===== config.mk =====
export PLATFORM = sky130hd
export DESIGN_NAME = sensorless_bldc_six_step_commutator
export DESIGN_NICKNAME = d
export VERILOG_FILES = /design/src/hdl/sbldc_pkg.sv /design/src/hdl/sensorless_bldc_six_step_commutator.sv
export SDC_FILE = /design/constraint.sdc
export NUM_CORES = 1
export LEC_CHECK = 0
export ABC_AREA = 1
export BUFFER_PORTS_ARGS = -buffer_cell sky130_fd_sc_hd__buf_2
export CORE_ASPECT_RATIO = 0.9
export CORE_UTILIZATION = 64
export CTS_CLUSTER_DIAMETER = 60
export CTS_CLUSTER_SIZE = 28
export DETAILED_ROUTE_END_ITERATION = 7
export HOLD_SLACK_MARGIN = 0.05
export PLACE_DENSITY = 0.86
export SLEW_MARGIN = 10
export SYNTH_ARGS = -nofsm -noshare
export SYNTH_HDL_FRONTEND = slang
export SYNTH_SLANG_ARGS = --single-unit

===== constraint.sdc =====
create_clock -name clk_i -period 10.3 [get_ports clk_i]
set_input_delay 0 -clock clk_i [delete_from_list [all_inputs] [get_ports clk_i]]
set_output_delay 0 -clock clk_i [all_outputs]
set_load 0.05 [all_outputs]

===== src/hdl/sbldc_pkg.sv =====
package sbldc_pkg;

  typedef enum logic [1:0] {
    EDGE_EITHER  = 2'd0,
    EDGE_RISING  = 2'd1,
    EDGE_FALLING = 2'd2
  } edge_mode_e;

  typedef enum logic [1:0] {
    CFG_MIN_DUTY  = 2'd0,
    CFG_MAX_DUTY  = 2'd1,
    CFG_QUALIFY   = 2'd2,
    CFG_INIT_DUTY = 2'd3
  } cfg_idx_e;

  typedef enum logic {
    REQ_SAMPLE = 1'b0,
    REQ_BUTTON = 1'b1
  } req_type_e;

  localparam logic [1:0] PHASE_A    = 2'd0;
  localparam logic [1:0] PHASE_B    = 2'd1;
  localparam logic [1:0] PHASE_C    = 2'd2;
  localparam logic [1:0] PHASE_NONE = 2'd3;

  localparam logic [7:0] MIN_DUTY_RST  = 8'd50;
  localparam logic [7:0] MAX_DUTY_RST  = 8'd255;
  localparam logic [3:0] QUALIFY_RST   = 4'd10;
  localparam logic [7:0] INIT_DUTY_RST = 8'd100;
  localparam logic [3:0] MATCH_MAX     = 4'd15;
  localparam logic [2:0] LAST_STEP     = 3'd5;

  typedef struct packed {
    logic req_type;
    logic cmp_a;
    logic cmp_b;
    logic cmp_c;
    logic button_up;
    logic button_down;
  } in_word_t;

  typedef struct packed {
    logic [1:0] high_phase;
    logic [1:0] low_phase;
    logic [7:0] pwm_duty;
    logic [2:0] pending_step;
    logic       commutated;
    logic [1:0] sensed_phase;
  } out_word_t;

  // per step: drive pair, then sense phase and edge armed next
  typedef struct packed {
    logic [1:0] high_phase;
    logic [1:0] low_phase;
    logic [1:0] sense;
    edge_mode_e edge_mode;
  } step_entry_t;

  function automatic step_entry_t step_entry(input logic [2:0] step);
    step_entry_t e;
    case (step)
      3'd0:    e = '{PHASE_A, PHASE_B, PHASE_C, EDGE_RISING};
      3'd1:    e = '{PHASE_A, PHASE_C, PHASE_B, EDGE_FALLING};
      3'd2:    e = '{PHASE_B, PHASE_C, PHASE_A, EDGE_RISING};
      3'd3:    e = '{PHASE_B, PHASE_A, PHASE_C, EDGE_FALLING};
      3'd4:    e = '{PHASE_C, PHASE_A, PHASE_B, EDGE_RISING};
      3'd5:    e = '{PHASE_C, PHASE_B, PHASE_A, EDGE_FALLING};
      default: e = '{PHASE_A, PHASE_B, PHASE_C, EDGE_RISING};
    endcase
    return e;
  endfunction

  function automatic logic pick_bit(input in_word_t w, input logic [1:0] phase);
    logic b;
    case (phase)
      PHASE_A: b = w.cmp_a;
      PHASE_B: b = w.cmp_b;
      default: b = w.cmp_c;
    endcase
    return b;
  endfunction

endpackage


===== src/hdl/sensorless_bldc_six_step_commutator.sv =====
// six-step sensorless bldc commutator
// input channel (in_valid_i / in_stall_o / in_word_i): one word per comparator
//   sample tick or speed button poll; every word gives exactly one result word
// output channel (out_valid_o / out_stall_i / out_word_o): drive pair, duty,
//   pending step, commutation flag and sensed phase after that word
// config port (cfg_we_i / cfg_idx_i / cfg_data_i): duty limits and qualify
//   count, which the user must write only while the block is idle (unenforced);
//   initial duty writes are ignored, so duty always starts at 100 after reset
// path from acceptance to a valid result: input register, then state update
//   and result register in one pass
// throughput: one word per cycle unless stalled; state update is the only loop
// stall: a held result is kept in the output register while the input
//   register can still take one more word; in_stall_o rises only when both
//   are full and the receiver stalls
// reset: drives off (phase none), step 0, phase A armed for either edge,
//   duty 100, pipeline empty
module sensorless_bldc_six_step_commutator (
  input  logic                 clk_i,
  input  logic                 rst_ni,
  input  logic                 in_valid_i,
  output logic                 in_stall_o,
  input  sbldc_pkg::in_word_t  in_word_i,
  output logic                 out_valid_o,
  input  logic                 out_stall_i,
  output sbldc_pkg::out_word_t out_word_o,
  input  logic                 cfg_we_i,
  input  logic [1:0]           cfg_idx_i,
  input  logic [7:0]           cfg_data_i
);

  // config registers
  logic [7:0] min_duty_q, max_duty_q;
  logic [3:0] qualify_q;

  // pipeline
  logic                 s1_valid_q;
  sbldc_pkg::in_word_t  s1_word_q;
  logic                 out_valid_q;
  sbldc_pkg::out_word_t out_q, out_d;
  logic                 out_free, s1_fire, in_fire;

  // commutator state
  logic [2:0]            step_q, step_d;
  logic [7:0]            duty_q, duty_d;
  logic [1:0]            sense_q, sense_d;
  sbldc_pkg::edge_mode_e edge_q, edge_d;
  logic [3:0]            match_q, match_d;
  logic                  qual_q, qual_d;
  logic                  last_q, last_d;
  logic                  drive_q, drive_d;

  assign out_free   = !out_valid_q || !out_stall_i;
  assign s1_fire    = s1_valid_q && out_free;
  assign in_stall_o = s1_valid_q && !out_free;
  assign in_fire    = in_valid_i && !in_stall_o;

  // config writes
  always_ff @(posedge clk_i or negedge rst_ni) begin
    if (!rst_ni) begin
      min_duty_q <= sbldc_pkg::MIN_DUTY_RST;
      max_duty_q <= sbldc_pkg::MAX_DUTY_RST;
      qualify_q  <= sbldc_pkg::QUALIFY_RST;
    end else if (cfg_we_i) begin
      case (sbldc_pkg::cfg_idx_e'(cfg_idx_i))
        sbldc_pkg::CFG_MIN_DUTY: min_duty_q <= cfg_data_i;
        sbldc_pkg::CFG_MAX_DUTY: max_duty_q <= cfg_data_i;
        sbldc_pkg::CFG_QUALIFY:  qualify_q  <= cfg_data_i[3:0];
        default: ; // initial duty only matters at reset
      endcase
    end
  end

  // per-word state update
  always_comb begin
    sbldc_pkg::step_entry_t cur, prev;
    logic       bit_s;
    logic       expect_s;
    logic [3:0] need;
    logic [3:0] match_inc;
    logic       rise, fall, hit;
    logic [2:0] prev_step;

    step_d  = step_q;
    duty_d  = duty_q;
    sense_d = sense_q;
    edge_d  = edge_q;
    match_d = match_q;
    qual_d  = qual_q;
    last_d  = last_q;
    drive_d = drive_q;
    out_d.commutated = 1'b0;

    cur       = sbldc_pkg::step_entry(step_q);
    bit_s     = sbldc_pkg::pick_bit(s1_word_q, sense_q);
    expect_s  = step_q[0];
    need      = (qualify_q == 4'd0) ? 4'd1 : qualify_q;
    match_inc = ((bit_s == expect_s) && (match_q < sbldc_pkg::MATCH_MAX)) ?
                match_q + 4'd1 : match_q;
    rise      = !last_q && bit_s;
    fall      = last_q && !bit_s;
    case (edge_q)
      sbldc_pkg::EDGE_RISING:  hit = rise;
      sbldc_pkg::EDGE_FALLING: hit = fall;
      default:                 hit = rise || fall;
    endcase

    if (s1_word_q.req_type == sbldc_pkg::REQ_BUTTON) begin
      // up first, then down against the updated duty
      if (s1_word_q.button_up && (duty_q < max_duty_q)) begin
        duty_d = duty_q + 8'd1;
      end
      if (s1_word_q.button_down && (duty_d > min_duty_q)) begin
        duty_d = duty_d - 8'd1;
      end
    end else begin
      last_d = bit_s;
      if (qual_q) begin
        match_d = match_inc;
        if (match_inc >= need) begin
          // qualified crossing: apply pending step and arm the next phase
          sense_d = cur.sense;
          edge_d  = cur.edge_mode;
          drive_d = 1'b1;
          step_d  = (step_q == sbldc_pkg::LAST_STEP) ? 3'd0 : step_q + 3'd1;
          qual_d  = 1'b0;
          match_d = 4'd0;
          out_d.commutated = 1'b1;
          last_d  = sbldc_pkg::pick_bit(s1_word_q, cur.sense);
        end
      end else if (hit) begin
        qual_d  = 1'b1;
        match_d = 4'd0;
      end
    end

    // drive pair of the most recently applied step
    prev_step = (step_d == 3'd0) ? sbldc_pkg::LAST_STEP : step_d - 3'd1;
    prev      = sbldc_pkg::step_entry(prev_step);
    out_d.high_phase   = drive_d ? prev.high_phase : sbldc_pkg::PHASE_NONE;
    out_d.low_phase    = drive_d ? prev.low_phase  : sbldc_pkg::PHASE_NONE;
    out_d.pwm_duty     = duty_d;
    out_d.pending_step = step_d;
    out_d.sensed_phase = sense_d;
  end

  // control and state registers
  always_ff @(posedge clk_i or negedge rst_ni) begin
    if (!rst_ni) begin
      s1_valid_q  <= 1'b0;
      out_valid_q <= 1'b0;
      step_q      <= 3'd0;
      duty_q      <= sbldc_pkg::INIT_DUTY_RST;
      sense_q     <= sbldc_pkg::PHASE_A;
      edge_q      <= sbldc_pkg::EDGE_EITHER;
      match_q     <= 4'd0;
      qual_q      <= 1'b0;
      last_q      <= 1'b0;
      drive_q     <= 1'b0;
    end else begin
      if (in_fire) begin
        s1_valid_q <= 1'b1;
      end else if (s1_fire) begin
        s1_valid_q <= 1'b0;
      end
      if (s1_fire) begin
        out_valid_q <= 1'b1;
      end else if (out_free) begin
        out_valid_q <= 1'b0;
      end
      if (s1_fire) begin
        step_q  <= step_d;
        duty_q  <= duty_d;
        sense_q <= sense_d;
        edge_q  <= edge_d;
        match_q <= match_d;
        qual_q  <= qual_d;
        last_q  <= last_d;
        drive_q <= drive_d;
      end
    end
  end

  // payload registers
  always_ff @(posedge clk_i) begin
    if (in_fire) begin
      s1_word_q <= in_word_i;
    end
    if (s1_fire) begin
      out_q <= out_d;
    end
  end

  assign out_valid_o = out_valid_q;
  assign out_word_o  = out_q;

`ifndef SYNTHESIS
  a_count_only_when_qualifying : assert property (
    @(posedge clk_i) disable iff (!rst_ni) (match_q != 4'd0) |-> qual_q
  ) else $error("match count nonzero while not qualifying");

  a_step_in_range : assert property (
    @(posedge clk_i) disable iff (!rst_ni) step_q <= sbldc_pkg::LAST_STEP
  ) else $error("pending step out of range");

  a_commutation_drives : assert property (
    @(posedge clk_i) disable iff (!rst_ni)
      (out_valid_q && out_q.commutated) |->
      (out_q.high_phase != sbldc_pkg::PHASE_NONE &&
       out_q.low_phase != sbldc_pkg::PHASE_NONE)
  ) else $error("commutation reported with drives off");

  a_stall_only_when_full : assert property (
    @(posedge clk_i) disable iff (!rst_ni) in_stall_o |-> (s1_valid_q && out_valid_q)
  ) else $error("input stalled with free pipeline slot");
`endif

endmodule


# Word-level counts from Yosys, hierarchy flattened
# Index checks and enable logic that the tools add are counted.
# W data, S select, Z words.
[word_totals]
ff_bits = 68
wordCells = 119
[op_classes]
n_addsub = 5
order_cmp = 4
n_eq_ne = 17
mux = 35
n_bitwise = 2
reduce_logical = 31
[ops]
columns = ["operator", "n"]
rows = [
  ["$pmux W8 S5", 1],
  ["$mux W8", 4],
  ["$mux W4", 5],
  ["$pmux W4 S5", 1],
  ["$mux W3", 5],
  ["$mux W1", 13],
  ["$eq A3 B2 Y1 const B", 4],
  ["$eq A3 B3 Y1 const B", 4],
  ["$add A8 B1 Y8 const B", 1],
  ["$eq A2 B1 Y1 const B", 4],
  ["$gt A8 B8 Y1", 1],
  ["$logic_and A1 B1 Y1", 8],
  ["$lt A8 B8 Y1", 1],
  ["$reduce_and A2 Y1", 4],
  ["$sub A8 B1 Y8 const B", 1],
  ["$eq A3 B1 Y1 const B", 2],
  ["$logic_not A1 Y1", 6],
  ["$logic_not A2 Y1", 3],
  ["$mux W2", 3],
  ["$pmux W1 S2", 3],
  ["$reduce_bool A2 Y1", 3],
  ["$add A4 B1 Y4 const B", 1],
  ["$eq A2 B2 Y1 const B", 2],
  ["$ge A4 B4 Y1", 1],
  ["11 further kinds", 13],
]

# Longest topological paths before layout
[logic_depth]
depth_word = 13
ltp_mapped = 28
ltp_nobuf = 28

# Least setup slack after synthesis
# Ideal clock, no wire load.
[synth_path]
kind = "reg2reg"
start = "register sense_q[1]"
end = "register out_q, in the netlist out_word_o[14], data pin"
setup_ns = 0.265
arrival_ns = 3.198
t_required_ns = 10.035
slack_ns = 6.837
stages_incl_launch_ff = 27
n_path_buf = 0
synth_period_minus_slack_ns = 3.463
cell_sequence = "dfrtp_1 -> inv_1 -> nand3_1 -> nand2_1 -> a21oi_2 -> xor2_1 -> o21ai_1 -> inv_2 -> nand2_1 -> nor2_1 -> nand2_1 -> nand2_1 -> inv_1 -> ha_1 -> a21oi_1 -> nand3_1 -> nand2_1 -> inv_2 -> nand2_4 -> inv_4 -> or2_1 -> nand2_1 -> inv_2 -> nor2_1 -> ha_1 -> nor3_1 -> o21ai_0"
[synth_lines]
columns = ["item", "line", "source"]
rows = [
  ["start: declaration", "sensorless_bldc_six_step_commutator.sv:45", "logic [1:0] sense_q, sense_d;"],
  ["start signal: assignment", "sensorless_bldc_six_step_commutator.sv:153", "sense_q <= sbldc_pkg::PHASE_A;"],
  ["start signal: assignment", "sensorless_bldc_six_step_commutator.sv:173", "sense_q <= sense_d;"],
  ["end signal: assignment", "sensorless_bldc_six_step_commutator.sv:189", "out_q <= out_d;"],
  ["end: declaration", "sensorless_bldc_six_step_commutator.sv:39", "sbldc_pkg::out_word_t out_q, out_d;"],
]

==> results.sh <==
export IMPL_yosysSeqAreaShare_pct=45.4
export IMPL_gr_usage_met1_pct=37.0
export IMPL_swShare_pct=47.1
export IMPL_max_freq_ghz=0.251
export IMPL_cts_tree="done"
export IMPL_arrival_ns=4.08
export IMPL_vias_per_cell=5.35
export IMPL_peakVddDrop_uv=150
export IMPL_worstSetupStartpoint="sense_q[1]$_DFFE_PN0P_"
export IMPL_yosysTopAreaCellShare_pct=17.8
export IMPL_layout_min_cycle_time_ns=3.98
export IMPL_avgSynthCellArea_sq_um=8.29
export IMPL_htree_num_levels=3
export IMPL_cpMaxStageDelayCell="dfrtp_1"
export IMPL_power_density_nw_per_um2=311
export IMPL_rows=27
export IMPL_drt_iter0_markers=191
export IMPL_busiest_layer="met2"
export IMPL_period_share_pct=38.6
export IMPL_crit_path_frequent_cell="nand2_1"
export IMPL_cts_resized=0
export IMPL_antenna_left=0
export IMPL_vias=3438
export IMPL_antenna_found_initial=0
export IMPL_fillers=434
export IMPL_rsz0062_at_grt="false"
export IMPL_dp_cells=609
export IMPL_cap_violations=0
export IMPL_ios=41
export IMPL_drive_gt1_share_pct=17.8
export IMPL_synth_area_leader_cell="edfxtp_1"
export IMPL_r2r_start="sense_q[1]$_DFFE_PN0P_"
export IMPL_die_h_um=77.5
export IMPL_synth_distinct_cells=41
export IMPL_met2_usage_pct=46.3
export IMPL_switching_power_uw=690
export IMPL_drc=0
export IMPL_combPwrFrac_pct=52.8
export IMPL_seq_area_sq_um=1840
export IMPL_min_from="cfg_idx_i[0]"
export IMPL_synth_area_top_cells="edfxtp_1 18%, dfrtp_1 17%, nand2_1 12%"
export IMPL_fin_setup_tns_ns=0
export IMPL_grtUsageTotal_pct=28.4
export IMPL_skew_ns=0.00546
export IMPL_worstSkewPairLatency_ns=0.35
export IMPL_clkPwrFrac_pct=16.4
export IMPL_critical_path_max_fanout=8
export IMPL_synthCells=489
export IMPL_slew_viol_final=0
export IMPL_setup_worst_path_start_class="flip-flop"
export IMPL_seqPwrFrac_pct=30.8
export IMPL_clockBufferDepth=2
export IMPL_design_die_area_sq_um=6660
export IMPL_wl_mm=8.54
export IMPL_yosysWarnings=0
export IMPL_hold_path_class="in2reg"
export IMPL_critical_path_cell_count=26
export IMPL_grt_pass1_vias=3332
export IMPL_stdcell_count=643
export IMPL_leakage_nw=2.38
export IMPL_insertedDiodeCount=0
export IMPL_ys_ff_latch=68
export IMPL_grt_max_degree=45
export IMPL_hold_depth=4
export IMPL_path_delay_family="simple AND/OR/NAND/NOR gates"
export IMPL_clock_root_buffer="clkbuf_8"
export IMPL_use_met3_pct=8.19
export IMPL_gp_congestion=0.876
export IMPL_crit_path_max_incr_delay_ns=0.42
export IMPL_cts_clk_slew_worst_paths_ns=0.07
export IMPL_worstSetupEndpointType="flip-flop"
export IMPL_die_w_um=85.9
export IMPL_syn_nets=538
export IMPL_grt_pass1_wl_mm=14.6
export IMPL_globalRouteOverflowTotal=0
export IMPL_crit_type="reg2reg"
export IMPL_cts_sinks=68
export IMPL_slew_headroom_pct=28.1
export IMPL_dp_hpwl_mm=6.12
export IMPL_multi_input_area_sq_um=1820
export IMPL_status="complete, no violations"
export IMPL_power_total_mw=1.46
export IMPL_first_pass_iters=7
export IMPL_detail_route_wl_per_cell_um=13.3
export IMPL_nets=600
export IMPL_rr_worst_depth=26
export IMPL_cts_buffers=9
export IMPL_netlist_area_sq_um=4060
export IMPL_area_growth_pct=16.1
export IMPL_internal_power_uw=774
export IMPL_initial_core_util_pct=66.3
export IMPL_hold_viol=0
export IMPL_cts_setup_buffers=0
export IMPL_io_buffers=40
export IMPL_finalSetupViolCount=0
export IMPL_critPathBufInv=6
export IMPL_coreArea_sq_um=6110
export IMPL_hold_buffers=18
export IMPL_worst_slew_pin_slew_ns=1.08
export IMPL_worstPathRequired_ns=10.40
-- path summary, 6_finish.rpt --
kind | end | slack (ns)
setup / recovery | out_word_o[14]$_SDFFCE_PN1P_ | 6.32
hold / removal | qualify_q[1]$_DFFE_PN1P_ | 0.07
setup reg to reg | out_word_o[14]$_SDFFCE_PN1P_ | 6.32
hold reg to reg | drive_q$_DFFE_PN0P_ | 0.49
max in group asynchronous | min_duty_q[7]$_DFFE_PN0P_ | 9.36
min in group asynchronous | out_valid_o$_DFFE_PN0P_ | 0.35
-- tightest hold or removal path: stages --
cell     delay, ns
buf_2         0.10
nor2_1        0.04
nand2_1       0.16
o21ai_0       0.11
-- registers in the layout, indices dropped and copies added (netlist names), 2 cells and up --
register and count:
duty_q 8, sense_q 2, step_q 3, max_duty_q 8
s1_word_q 6, qualify_q 4, edge_q 2, match_q 4
min_duty_q 8, out_word_o 18
-- power by group through the flow --
| stage | Sequential [mW] | Combinational [mW] | Clock [mW] |
|---|---|---|---|
| floorplan | 0.515 | 0.526 | 0 |
| global placement | 0.450 | 0.711 | 0 |
| detailed placement | 0.452 | 0.752 | 0 |
| CTS | 0.449 | 0.762 | 0.243 |
| global route | 0.459 | 0.870 | 0.255 |
| finish | 0.451 | 0.773 | 0.240 |
-- through the flow --
step | cell area (sq um) | utilization, % | hold WS, ns | worst slack, ns
floorplan | 4060 | - | -0.296 | 6.84
global placement | 4310 | 70.5 | 0.177 | 6.63
detailed placement | 4310 | 70.5 | 0.178 | 6.41
CTS | 4710 | 77.0 | 0.0547 | 6.39
global route | 4710 | 77.0 | 0.136 | 5.99
finish | 4710 | 77.0 | 0.0731 | 6.32
-- per-layer routing --
metal,vias up,routed length [um],part of all wire [%]
met1,1649,4050,47
met2,87,4030,47
met5,-,0,0
met3,10,374,4.4
li1,1692,-,-
met4,0,91,1.1
-- logic make-up (layout without fill, tap and decap cells) --
| logic type | Yosys count | count (layout) | synth area share [%] |
|---|---|---|---|
| DFF | 68 | 68 | 45.4 |
| xor gates and xnor gates | 7 | 7 | 1.51 |
| and+or+nand+nor | 207 | 207 | 23.2 |
| buffers and inverters | 96 | 163 | 9.66 |
| AOI/OAI and AO/OA | 83 | 83 | 11.5 |
| adders and majority gates | 28 | 28 | 8.64 |
-- synth_stat cells, drive strengths merged --
cell,n
dfrtp,28
nor3,4
buf,4
nand2,143
ha,28
o21ai,52
o22ai,4
clkbuf,3
nor2,25
and2,1
inv,89
dfstp,16
nand3,25
or2,1
edfxtp,24
o21a,3
o211ai,1
o21bai,2
xnor2,1
a21boi,3
a31oi,2
nand3b,2
a21oi,14
a22o,1
xor2,6
nand4,6
a31o,1
-- layout by cell type (no fill, tap or decap), types with 3 or more instances in the layout --
cell / n
dlygate4sd3_1: 18
dfrtp_1: 28
ha_1: 28
nand2_1: 130
o21ai_0: 46
o22ai_1: 4
buf_2: 40
dfstp_2: 16
clkbuf_8: 9
nand2_2: 9
edfxtp_1: 24
o21ai_1: 5
a21oi_2: 3
nand2_4: 3
nor3_1: 4
nand3_1: 24
o21a_1: 3
xor2_1: 6
inv_2: 4
nand4_1: 6
nor2_1: 22
inv_1: 83
a21oi_1: 11
-- final cells by class --
cell class	instances	area share [%]
tap	87	2.31
inverter	89	7.20
clock buffer	9	2.63
clock inverter	7	1.94
multi-input combinational	325	38.7
timing repair buffer	58	8.08
sequential	68	39.1
(Power assumes the default switching activity.)
